## config.mk

```make
export PLATFORM = sky130hd
export DESIGN_NAME = key_change_event_generator_flat
export DESIGN_NICKNAME = d
export VERILOG_FILES = /design/src/sv/kcg_pkg.sv /design/src/sv/kcg_in_if.sv /design/src/sv/kcg_out_if.sv /design/src/sv/key_change_event_generator.sv /design/src/sv/kcg_scan.sv /design/src/sv/kcg_outbuf.sv /design/src/flat_wrapper.sv
export SDC_FILE = /design/constraint.sdc
export NUM_CORES = 1
export LEC_CHECK = 0
export BUFFER_PORTS_ARGS = -buffer_cell sky130_fd_sc_hd__buf_2
export CORE_MARGIN = 3
export CORE_UTILIZATION = 59
export DETAILED_ROUTE_END_ITERATION = 8
export HOLD_SLACK_MARGIN = 0.1
export PLACE_DENSITY = 0.8
export SYNTH_ARGS = -nofsm -noshare
export SYNTH_HDL_FRONTEND = slang
export SYNTH_HIERARCHICAL = 1
export SYNTH_SLANG_ARGS = --single-unit
```

## constraint.sdc

```tcl
create_clock -name clk -period 9.2 [get_ports clk]
set_input_delay 0.92 -clock clk [delete_from_list [all_inputs] [get_ports clk]]
set_output_delay 0.92 -clock clk [all_outputs]
set_load 0.005 [all_outputs]
```

## src/sv/kcg_pkg.sv

```systemverilog
// ----------------------------------------------------------------------------
// kcg_pkg
// Shared types and constants of the key change event generator.
// ----------------------------------------------------------------------------
package kcg_pkg;

  // widest key index the block supports (32 keys)
  localparam int KEY_IDX_W = 5;
  localparam int KEY_W     = 8;
  localparam int CFG_IDX_W = 1;
  localparam int CFG_W     = 8;

  // configuration register indexes
  localparam logic [CFG_IDX_W-1:0] CFG_KEY_SET  = 1'b0;
  localparam logic [CFG_IDX_W-1:0] CFG_BASE_KEY = 1'b1;

  // event request from the scanner to the output buffer
  typedef struct packed {
    logic                 valid;
    logic                 fin;
    logic [KEY_IDX_W-1:0] idx;
    logic                 press;
  } kcg_ev_t;

endpackage

```

## src/sv/kcg_in_if.sv

```systemverilog
// ----------------------------------------------------------------------------
// kcg_in_if
// Input channel: one key bitmap per item.
// ----------------------------------------------------------------------------
interface kcg_in_if;

  logic        valid;
  logic        ready;
  logic [31:0] pressed_keys;

  modport source (output valid, output pressed_keys, input ready);
  modport sink   (input valid, input pressed_keys, output ready);

endinterface

```

## src/sv/kcg_out_if.sv

```systemverilog
// ----------------------------------------------------------------------------
// kcg_out_if
// Result channel: one key event per item.
// ----------------------------------------------------------------------------
interface kcg_out_if;

  logic       valid;
  logic       ready;
  logic [7:0] event_set;
  logic [7:0] event_key;
  logic       event_press;
  logic       last_event;

  modport source (output valid, output event_set, output event_key,
                  output event_press, output last_event, input ready);
  modport sink   (input valid, input event_set, input event_key,
                  input event_press, input last_event, output ready);

endinterface

```

## src/sv/key_change_event_generator.sv

```systemverilog
// ----------------------------------------------------------------------------
// key_change_event_generator
// Turns key bitmaps into release and press events.
// ----------------------------------------------------------------------------
// Usage:
//   in_if carries one key bitmap per item (valid/ready). Releases (bits that
//   dropped) come out first in ascending key order, then presses (bits that
//   rose) in descending order; each event carries key_set and
//   base_key + bit index mod 256, and the final event of a bitmap has
//   last_event set. An unchanged bitmap gives no events.
//   cfg_we/cfg_index/cfg_data write key_set (index 0) and base_key (index 1)
//   while the block is idle.
//   The block takes a new bitmap only while the scanner is idle; the
//   scanner turns both bitmaps once up and once down, one bit a cycle while
//   the receiver does not stall. An event is held until the next changed
//   bit or the scan end shows whether it is last. A stalled receiver freezes
//   the scanner at the next changed bit; one event waits in a hold register
//   and one in the output register.
//   Reset clears the stored bitmap (all keys released) and both registers.
// ----------------------------------------------------------------------------
module key_change_event_generator #(
  parameter int KEY_COUNT = 32
) (
  input  logic                              clk,
  input  logic                              rst_n,
  input  logic                              cfg_we,
  input  logic [kcg_pkg::CFG_IDX_W-1:0]     cfg_index,
  input  logic [kcg_pkg::CFG_W-1:0]         cfg_data,
  kcg_in_if.sink                            in_if,
  kcg_out_if.source                         out_if
);

  logic [kcg_pkg::KEY_W-1:0] key_set_r;
  logic [kcg_pkg::KEY_W-1:0] base_key_r;
  logic                      scan_idle;
  logic                      start;
  kcg_pkg::kcg_ev_t          ev;
  logic                      ev_ready;

  always_ff @(posedge clk) begin
    if (!rst_n) begin
      key_set_r  <= '0;
      base_key_r <= '0;
    end else if (cfg_we) begin
      unique case (cfg_index)
        kcg_pkg::CFG_KEY_SET:  key_set_r  <= cfg_data;
        kcg_pkg::CFG_BASE_KEY: base_key_r <= cfg_data;
        default: ;
      endcase
    end
  end

  assign in_if.ready = scan_idle;
  assign start       = in_if.valid && scan_idle;

  kcg_scan #(
    .KEY_COUNT (KEY_COUNT)
  ) u_scan (
    .clk      (clk),
    .rst_n    (rst_n),
    .start    (start),
    .keys_in  (in_if.pressed_keys[KEY_COUNT-1:0]),
    .idle     (scan_idle),
    .ev       (ev),
    .ev_ready (ev_ready)
  );

  kcg_outbuf u_outbuf (
    .clk      (clk),
    .rst_n    (rst_n),
    .ev       (ev),
    .ev_ready (ev_ready),
    .key_set  (key_set_r),
    .base_key (base_key_r),
    .out_if   (out_if)
  );

endmodule

```

## src/sv/kcg_scan.sv

```systemverilog
// ----------------------------------------------------------------------------
// kcg_scan
// Bit-serial change scanner: rotates stored and new bitmaps one bit a cycle
// unless an event stalls, ascending for releases, then descending for presses.
// ----------------------------------------------------------------------------
module kcg_scan #(
  parameter int KEY_COUNT = 32
) (
  input  logic                 clk,
  input  logic                 rst_n,
  input  logic                 start,
  input  logic [KEY_COUNT-1:0] keys_in,
  output logic                 idle,
  output kcg_pkg::kcg_ev_t     ev,
  input  logic                 ev_ready
);

  localparam int IDX_W = (KEY_COUNT > 1) ? $clog2(KEY_COUNT) : 1;
  localparam logic [IDX_W-1:0] IDX_TOP = IDX_W'(KEY_COUNT - 1);

  typedef enum logic [3:0] {
    S_IDLE = 4'b0001,
    S_REL  = 4'b0010,
    S_PRS  = 4'b0100,
    S_FIN  = 4'b1000
  } state_t;

  state_t               state_r, state_nxt;
  logic [KEY_COUNT-1:0] known_r, known_nxt;
  logic [KEY_COUNT-1:0] now_r, now_nxt;
  logic [IDX_W-1:0]     idx_r, idx_nxt;
  logic                 diff;
  logic                 advance;

  assign idle = (state_r == S_IDLE);

  always_comb begin
    diff = 1'b0;
    unique case (state_r)
      S_REL:   diff = known_r[0] & ~now_r[0];
      S_PRS:   diff = now_r[KEY_COUNT-1] & ~known_r[KEY_COUNT-1];
      default: diff = 1'b0;
    endcase
  end

  always_comb begin
    ev.valid = diff || (state_r == S_FIN);
    ev.fin   = (state_r == S_FIN);
    ev.idx   = kcg_pkg::KEY_IDX_W'(idx_r);
    ev.press = (state_r == S_PRS);
  end

  assign advance = !diff || ev_ready;

  always_comb begin
    state_nxt = state_r;
    known_nxt = known_r;
    now_nxt   = now_r;
    idx_nxt   = idx_r;
    unique case (state_r)
      S_IDLE: begin
        if (start) begin
          now_nxt   = keys_in;
          idx_nxt   = '0;
          state_nxt = S_REL;
        end
      end
      S_REL: begin
        if (advance) begin
          known_nxt = (known_r >> 1) | (known_r << (KEY_COUNT - 1));
          now_nxt   = (now_r >> 1) | (now_r << (KEY_COUNT - 1));
          // both maps are back in place after a full turn
          if (idx_r == IDX_TOP) begin
            state_nxt = S_PRS;
          end else begin
            idx_nxt = idx_r + 1'b1;
          end
        end
      end
      S_PRS: begin
        if (advance) begin
          known_nxt = (known_r << 1) | (known_r >> (KEY_COUNT - 1));
          now_nxt   = (now_r << 1) | (now_r >> (KEY_COUNT - 1));
          if (idx_r == '0) begin
            state_nxt = S_FIN;
          end else begin
            idx_nxt = idx_r - 1'b1;
          end
        end
      end
      S_FIN: begin
        if (ev_ready) begin
          known_nxt = now_r;
          state_nxt = S_IDLE;
        end
      end
      default: state_nxt = S_IDLE;
    endcase
  end

  always_ff @(posedge clk) begin
    if (!rst_n) begin
      state_r <= S_IDLE;
      known_r <= '0;
    end else begin
      state_r <= state_nxt;
      known_r <= known_nxt;
    end
  end

  always_ff @(posedge clk) begin
    now_r <= now_nxt;
    idx_r <= idx_nxt;
  end

  a_start_only_idle: assert property (@(posedge clk) disable iff (!rst_n)
    (state_r == S_IDLE && start) |=> (state_r == S_REL && idx_r == '0))
    else $error("scan did not start at bit zero");

  a_rel_to_prs: assert property (@(posedge clk) disable iff (!rst_n)
    (state_r == S_REL && state_nxt == S_PRS) |=> (idx_r == IDX_TOP))
    else $error("press pass did not start at top bit");

  a_fin_stores: assert property (@(posedge clk) disable iff (!rst_n)
    (state_r == S_FIN && ev_ready) |=> (state_r == S_IDLE && known_r == $past(now_r)))
    else $error("stored bitmap not updated at end of scan");

endmodule

```

## src/sv/kcg_outbuf.sv

```systemverilog
// ----------------------------------------------------------------------------
// kcg_outbuf
// Holds one event back so the final event of a bitmap can be marked, and
// drives the result channel from an output register.
// ----------------------------------------------------------------------------
module kcg_outbuf (
  input  logic                           clk,
  input  logic                           rst_n,
  input  kcg_pkg::kcg_ev_t               ev,
  output logic                           ev_ready,
  input  logic [kcg_pkg::KEY_W-1:0]      key_set,
  input  logic [kcg_pkg::KEY_W-1:0]      base_key,
  kcg_out_if.source                      out_if
);

  logic                            pend_v_r, pend_v_nxt;
  logic [kcg_pkg::KEY_IDX_W-1:0]   pend_idx_r, pend_idx_nxt;
  logic                            pend_press_r, pend_press_nxt;
  logic                            out_v_r, out_v_nxt;
  logic [kcg_pkg::KEY_W-1:0]       out_set_r, out_set_nxt;
  logic [kcg_pkg::KEY_W-1:0]       out_key_r, out_key_nxt;
  logic                            out_press_r, out_press_nxt;
  logic                            out_last_r, out_last_nxt;
  logic                            ev_hs;

  assign ev_ready = !pend_v_r || !out_v_r || out_if.ready;
  assign ev_hs    = ev.valid && ev_ready;

  always_comb begin
    pend_v_nxt     = pend_v_r;
    pend_idx_nxt   = pend_idx_r;
    pend_press_nxt = pend_press_r;
    out_v_nxt      = out_v_r && !out_if.ready;
    out_set_nxt    = out_set_r;
    out_key_nxt    = out_key_r;
    out_press_nxt  = out_press_r;
    out_last_nxt   = out_last_r;
    if (ev_hs) begin
      // the held event goes out once we know whether another follows
      if (pend_v_r) begin
        out_v_nxt     = 1'b1;
        out_set_nxt   = key_set;
        out_key_nxt   = base_key + kcg_pkg::KEY_W'(pend_idx_r);
        out_press_nxt = pend_press_r;
        out_last_nxt  = ev.fin;
      end
      pend_v_nxt     = !ev.fin;
      pend_idx_nxt   = ev.idx;
      pend_press_nxt = ev.press;
    end
  end

  always_ff @(posedge clk) begin
    if (!rst_n) begin
      pend_v_r <= 1'b0;
      out_v_r  <= 1'b0;
    end else begin
      pend_v_r <= pend_v_nxt;
      out_v_r  <= out_v_nxt;
    end
  end

  always_ff @(posedge clk) begin
    pend_idx_r   <= pend_idx_nxt;
    pend_press_r <= pend_press_nxt;
    out_set_r    <= out_set_nxt;
    out_key_r    <= out_key_nxt;
    out_press_r  <= out_press_nxt;
    out_last_r   <= out_last_nxt;
  end

  assign out_if.valid       = out_v_r;
  assign out_if.event_set   = out_set_r;
  assign out_if.event_key   = out_key_r;
  assign out_if.event_press = out_press_r;
  assign out_if.last_event  = out_last_r;

  a_fin_clears: assert property (@(posedge clk) disable iff (!rst_n)
    (ev_hs && ev.fin) |=> !pend_v_r)
    else $error("held event survived end of scan");

  a_ev_held: assert property (@(posedge clk) disable iff (!rst_n)
    (ev_hs && !ev.fin) |=> pend_v_r)
    else $error("event not held");

  a_mid_not_last: assert property (@(posedge clk) disable iff (!rst_n)
    (ev_hs && !ev.fin && pend_v_r) |=> (out_v_r && !out_last_r))
    else $error("event marked last while more follow");

endmodule
```

## src/flat_wrapper.sv

```systemverilog
// flat-port wrapper written by rule: the top's interface ports become plain ports
module key_change_event_generator_flat 
#(
  parameter int KEY_COUNT = 32
)
  (clk, rst_n, cfg_we, cfg_index, cfg_data, in_if_valid, in_if_pressed_keys, in_if_ready, out_if_valid, out_if_event_set, out_if_event_key, out_if_event_press, out_if_last_event, out_if_ready);
  kcg_in_if in_if_i ();
  kcg_out_if out_if_i ();
  input  logic clk;
  input  logic rst_n;
  input  logic cfg_we;
  input  logic [kcg_pkg::CFG_IDX_W-1:0] cfg_index;
  input  logic [kcg_pkg::CFG_W-1:0] cfg_data;
  input wire logic [$bits(in_if_i.valid)-1:0] in_if_valid;
  input wire logic [$bits(in_if_i.pressed_keys)-1:0] in_if_pressed_keys;
  output wire logic [$bits(in_if_i.ready)-1:0] in_if_ready;
  output wire logic [$bits(out_if_i.valid)-1:0] out_if_valid;
  output wire logic [$bits(out_if_i.event_set)-1:0] out_if_event_set;
  output wire logic [$bits(out_if_i.event_key)-1:0] out_if_event_key;
  output wire logic [$bits(out_if_i.event_press)-1:0] out_if_event_press;
  output wire logic [$bits(out_if_i.last_event)-1:0] out_if_last_event;
  input wire logic [$bits(out_if_i.ready)-1:0] out_if_ready;
  assign in_if_i.valid = in_if_valid;
  assign in_if_i.pressed_keys = in_if_pressed_keys;
  assign in_if_ready = in_if_i.ready;
  assign out_if_valid = out_if_i.valid;
  assign out_if_event_set = out_if_i.event_set;
  assign out_if_event_key = out_if_i.event_key;
  assign out_if_event_press = out_if_i.event_press;
  assign out_if_last_event = out_if_i.last_event;
  assign out_if_i.ready = out_if_ready;
  key_change_event_generator #(.KEY_COUNT(KEY_COUNT)) u_core (.clk(clk), .rst_n(rst_n), .cfg_we(cfg_we), .cfg_index(cfg_index), .cfg_data(cfg_data), .in_if(in_if_i), .out_if(out_if_i));
endmodule
```

# ---- After elaboration in Yosys (flattened, before gate mapping)
# Cells that the tools add are included.
# W data, S select, Z words.
dict set report totals {
  regBits 115
  out_inout_bits 20
}
dict set report classes {
  add_sub_neg 3
  n_eq_ne 13
  n_mux 24
  n_bitwise 9
  reduce_logical 22
}
# operator count
set op_table {}
lappend op_table {{$mux W32} 6}
lappend op_table {{$pmux W32 S3} 2}
lappend op_table {{$or A31 B32 Y32} 2}
lappend op_table {{$or A32 B1 Y32} 2}
lappend op_table {{$mux W5} 5}
lappend op_table {{$mux W4} 6}
lappend op_table {{$pmux W4 S4} 1}
lappend op_table {{$pmux W5 S3} 1}
lappend op_table {{$reduce_and A6 Y1} 2}
lappend op_table {{$ne A2 B2 Y1 const B} 5}
lappend op_table {{$add A8 B5 Y8} 1}
lappend op_table {{$reduce_and A4 Y1} 2}
lappend op_table {{$ne A2 B1 Y1 const B} 3}
lappend op_table {{$reduce_and A2 Y1} 3}
lappend op_table {{$reduce_bool A3 Y1} 2}
lappend op_table {{$add A5 B1 Y5 const B} 1}
lappend op_table {{$eq A5 B5 Y1 const B} 1}
lappend op_table {{$logic_not A1 Y1} 5}
lappend op_table {{$logic_not A5 Y1} 1}
lappend op_table {{$sub A5 B1 Y5 const B} 1}
lappend op_table {{$eq A4 B1 Y1 const B} 1}
lappend op_table {{$eq A4 B2 Y1 const B} 1}
lappend op_table {{$eq A4 B3 Y1 const B} 1}
lappend op_table {{$eq A4 B4 Y1 const B} 1}
lappend op_table {{6 further kinds} 15}

# ---- Logic depth before layout (Yosys ltp)
dict set report logic_depth {
  ltp_word 7
  ltp_mapped 10
}

# ---- By module
# Netlist, hierarchy kept.
# module n_inst cells_each area_per_inst_um2 seq_area_each_um2
set by_module_without_submodules {}
lappend by_module_without_submodules {kcg_scan 1 431 4093.9 1831.8}
lappend by_module_without_submodules {kcg_outbuf 1 65 1058.5 760.7}
lappend by_module_without_submodules {key_change_event_generator 1 65 639.4 320.3}

# ---- Least setup slack after synthesis
# Ideal clock, no wire load.
dict set report synth_timing {
  path_kind {register to register}
  startpoint {register u_core.u_scan.state_r[1]}
  endpoint {register u_core.u_scan.idx_r[0], enable pin}
  t_arrival_ns 7.522
  required_ns 8.880
  setup_slack_ns 1.358
  path_stages_with_launch 8
  synth_period_minus_slack_ns 7.842
  cell_sequence {dfxtp_1 > buf_2 > nor4b_1 > and2_1 > and3b_1 > nor3_1 > a2111oi_0 > o311a_1}
}
# element line_no
set synth_rtl {}
lappend synth_rtl {{start, declared} kcg_scan.sv:28} ;# state_t state_r, state_nxt;
lappend synth_rtl {{start signal, assigned} kcg_scan.sv:106} ;# state_r <= state_nxt;
lappend synth_rtl {{$eq A4 B1 Y1} kcg_scan.sv:35} ;# assign idle = (state_r == S_IDLE);
lappend synth_rtl {{net in_if_ready} flat_wrapper.sv:16} ;# output wire logic [$bits(in_if_i.ready)-1:0] in_if_ready;
lappend synth_rtl {{$logic_and A1 B1 Y1} key_change_event_generator.sv:54} ;# assign start = in_if.valid && scan_idle;
lappend synth_rtl {{net u_core.start} key_change_event_generator.sv:36} ;# logic start;
lappend synth_rtl {{$ne A2 B2 Y1 (no line)} --}
lappend synth_rtl {{$reduce_and A6 Y1 (no line)} --}
lappend synth_rtl {{end signal, assigned} kcg_scan.sv:113} ;# idx_r <= idx_nxt;
lappend synth_rtl {{end, declared} kcg_scan.sv:31} ;# logic [IDX_W-1:0] idx_r, idx_nxt;
# The timed path passes the listed nets, and every way through them passes these cells.
# A chain may end at the register's enable or synchronous reset.

# ---- Worst setup path after layout
dict set report layout_timing {
  startpoint {register u_core.u_scan.state_r[0]}
  endpoint {register u_core.u_scan.idx_r[2], enable pin}
}
# element line_no
set layout_rtl {}
lappend layout_rtl {{$eq A4 B1 Y1} kcg_scan.sv:35}
lappend layout_rtl {{$logic_and A1 B1 Y1} key_change_event_generator.sv:54}
lappend layout_rtl {{net u_core.start} key_change_event_generator.sv:36}
lappend layout_rtl {{$ne A2 B2 Y1 (no line)} --}
lappend layout_rtl {{$reduce_and A6 Y1 (no line)} --}
# The timed path passes the listed nets, and every way through them passes these cells.

==> results.py <==
metrics = {
    "route": {
        "wl_per_cell_um": 17.12,
        "vias_per_cell": 5.975,
        "drc_errors": 0,
        "vias": 4481,
        "wl_um": 12840,
        "drt-initial-drc-count": 356,
        "antenna_left": 0,
        "drt_pass1_iterations": 6,
    },
    "global_routing": {
        "grt_pass1_vias": 4380,
        "grt_pass1_wl_um": 21070,
        "antenna_found_initial": 0,
        "grt_max_degree": 97,
        "grt_usage_pct": 23.20,
        "overflow": 0,
    },
    "logic_synthesis": {
        "synth_compound_area_share_pct": 15.62,
        "synth_cell_types": 59,
        "yosysWarnings": 6,
        "yosysSeqAreaShare_pct": 50.29,
        "syn_nets": 617,
        "synth_fa_ha_area_share_pct": 2.420,
        "synthSimpleGateAreaFrac_pct": 16.87,
        "ys_ff_latch": 115,
        "synth_top_family_by_area": "simple AND/OR/NAND/NOR gates",
        "synthesis.area_um2": 5792,
        "synth_mux_area_share_pct": 8.468,
        "syn_inst": 561,
        "synth-xor-area-share_pct": 1.210,
        "avgSynthCellArea_um2": 10.32,
        "synth_edf_count": 61,
        "ys_async_sr_fraction_pct": 0,
        "synth_flop_cell": "edfxtp_1",
    },
    "status": {
        "outcome": "completed",
    },
    "power_and_ir_drop": {
        "power.leakage_uw": 0.002947,
        "power_uw": 1749,
        "power_frac_clock_pct": 37.2,
        "p_per_area_nw_per_um2": 262.0,
        "internal_power_uw": 1214,
        "comb_power_share_pct": 17.9,
        "seqPwrFrac_pct": 44.9,
        "switching_share_pct": 30.59,
        "switchingPower_uw": 535.1,
        "ir_worst_vdd_v": 0.0001518,
    },
    "placement": {
        "io_buffers": 65,
        "preCtsSetupSlack_ns": 6.081,
        "placed_area_um2": 6086,
        "routabilityCongestion": 0.7649,
        "dpl.hpwl_um": 7571,
    },
    "final_layout": {
        "final_common_cell": "nand2_1",
        "design_area_um2": 6678,
        "drive_gt1_share_pct": 18.84,
        "antenna_cells": 0,
        "final_core_util_pct": 71.26,
        "layout.nets": 664,
        "area_growth_pct": 15.29,
        "mostFrequentLayoutCells": "125 x nand2_1, 65 x buf_2, 61 x edfxtp_1, 54 x dfxtp_1, 49 x mux2i_1",
    },
    "cts": {
        "cts_tree": "done",
        "clk_latency_ns": 0.50,
        "cts_hold_buf": 0,
        "cts.sinks": 115,
        "root_buffer": "clkbuf_8",
        "htreeDepth": 4,
        "cts_buffers": 17,
        "clockBufferDepth": 2,
        "postCtsSetupBuffers": 0,
        "clk_pin_slew_ns": 0.06,
        "cts.repair.resized": 0,
    },
    "die": {
        "start_util_pct": 61.80,
        "dieArea_um2": 11040,
        "num_io_pins": 66,
        "rows": 35,
        "core_area_um2": 9371,
        "dieWidth_um": 105.1,
        "die_h_um": 105.1,
    },
    "sta": {
        "rsz0062_at_grt": "no",
        "finalSetupViolCount": 0,
        "layout_setup_ws_ns": 6.042,
        "slew_violations": 0,
        "hold_viol": 0,
        "totalNegativeSetupSlack_ns": 0,
        "max_freq_mhz": 316.6,
        "fin_crit_sh_pct": 34.33,
        "finClkSkew_ns": 0.01098,
        "final.min_clock_period_ns": 3.158,
        "max_slew_margin_pct": 43.34,
        "tightest_slew_ns": 0.8499,
    },
    "worst_setup_path": {
        "path_buf_inv": 1,
        "crit_arrival_ns": 3.34,
        "setup.worst_path.start_class": "register",
        "cpPeakStageDelay_ns": 0.62,
        "path_class": "register to register",
        "cpLargestDelayFamily": "simple AND/OR/NAND/NOR gates",
        "worstPathRequired_ns": 9.38,
        "cp_max_fo": 33,
        "crit_path_top_delay_cell": "nor4b_1",
        "cp-end-kind": "register",
        "cp_cell_sequence": "nor4b_1 > and2_1 > and3b_1 > nor3_1 > a2111oi_2 > buf_4 > o311a_1",
    },
    "min_path": {
        "hold_class": "register to register",
    },
    "flow_run": {
        "drv_cap": 0,
    },
}
==> cells in the mapped netlist, drive strengths merged, types with 6 or more instances <==
cell type / instances / share of area (%)
xnor2: 6 / 0.91
inv: 9 / 0.58
edfxtp: 61 / 32
buf: 25 / 3.3
clkbuf: 19 / 1.3
a22oi: 32 / 4.1
mux2i: 49 / 8.5
a22o: 32 / 4.8
a21oi: 6 / 0.52
and3: 35 / 3.9
ha: 8 / 1.7
o21ai: 39 / 3.4
nand2: 125 / 8.1
dfxtp: 54 / 19
==> cells by family after synthesis <==
logic type | count (synthesis)
AO/OA/AOI/OAI | 126
adder cells (fa/ha/maj) | 10
XOR/XNOR | 8
multiplexers | 49
flip-flops | 115
buffers and inverters | 53
AND/OR/NAND/NOR | 200
==> layer usage <==
metal	wire length (µm)	track usage [%]	up-vias
met4	248	8.341	0
met3	753	4.509	29
met5	0	0	-
met1	5515	29.98	2137
met2	6319	38.82	173
li1	-	-	2142
==> final cells by class <==
cell class	instances	area (µm²)
Clock buffer	19	431.7
Clock inverter	13	160.2
Fill cell	700	2694
Inverter	9	33.78
Multi-Input combinational cell	393	2600
Sequential cell	115	2913
Tap cell	129	161.4
Timing Repair Buffer	72	377.9
==> sequential cells by signal, indices dropped and copies added (netlist names) <==
register / flops
u_core/key_set_r: 8
u_core/u_scan/state_r: 4
u_core/u_scan/known_r: 32
u_core/u_scan/now_r: 32
u_core/u_outbuf/pend_v_r: 1
u_core/u_outbuf/pend_press_r: 1
u_core/u_outbuf/out_if.event_set: 8
u_core/u_scan/idx_r: 5
u_core/u_outbuf/out_if.valid: 1
u_core/base_key_r: 8
u_core/u_outbuf/out_if.last_event: 1
u_core/u_outbuf/pend_idx_r: 5
u_core/u_outbuf/out_if.event_press: 1
u_core/u_outbuf/out_if.event_key: 8
==> worst paths after layout <==
kind / slack (ns) / endpoint / cells after the start / start
max: 6.04 / u_core/u_scan/idx_r[2] / 7 / u_core/u_scan/state_r[0]
min: 0.44 / u_core/u_outbuf/out_if.event_press / 0 / u_core/u_outbuf/pend_press_r
max reg2reg: 6.04 / u_core/u_scan/idx_r[2] / 7 / u_core/u_scan/state_r[0]
min reg2reg: 0.44 / u_core/u_outbuf/out_if.event_press / 0 / u_core/u_outbuf/pend_press_r
==> per-stage QoR <==
step	hold slack [ns]	cells
after floorplan	0.4003	561
after global placement	0.4139	718
after detailed placement	0.4212	718
after CTS	0.4353	750
after global routing	0.4437	750
final	0.4357	750
==> power groups by stage <==
stage	sequential [µW]	clock [µW]	combinational, µW
4_1_cts	781	657	311
2_1_floorplan	758	0	252
3_3_place_gp	785	0	292
3_5_place_dp	789	0	306
6_report	785	651	313
5_1_grt	795	685	337
Note: power is estimated with default switching activity, not from simulation.
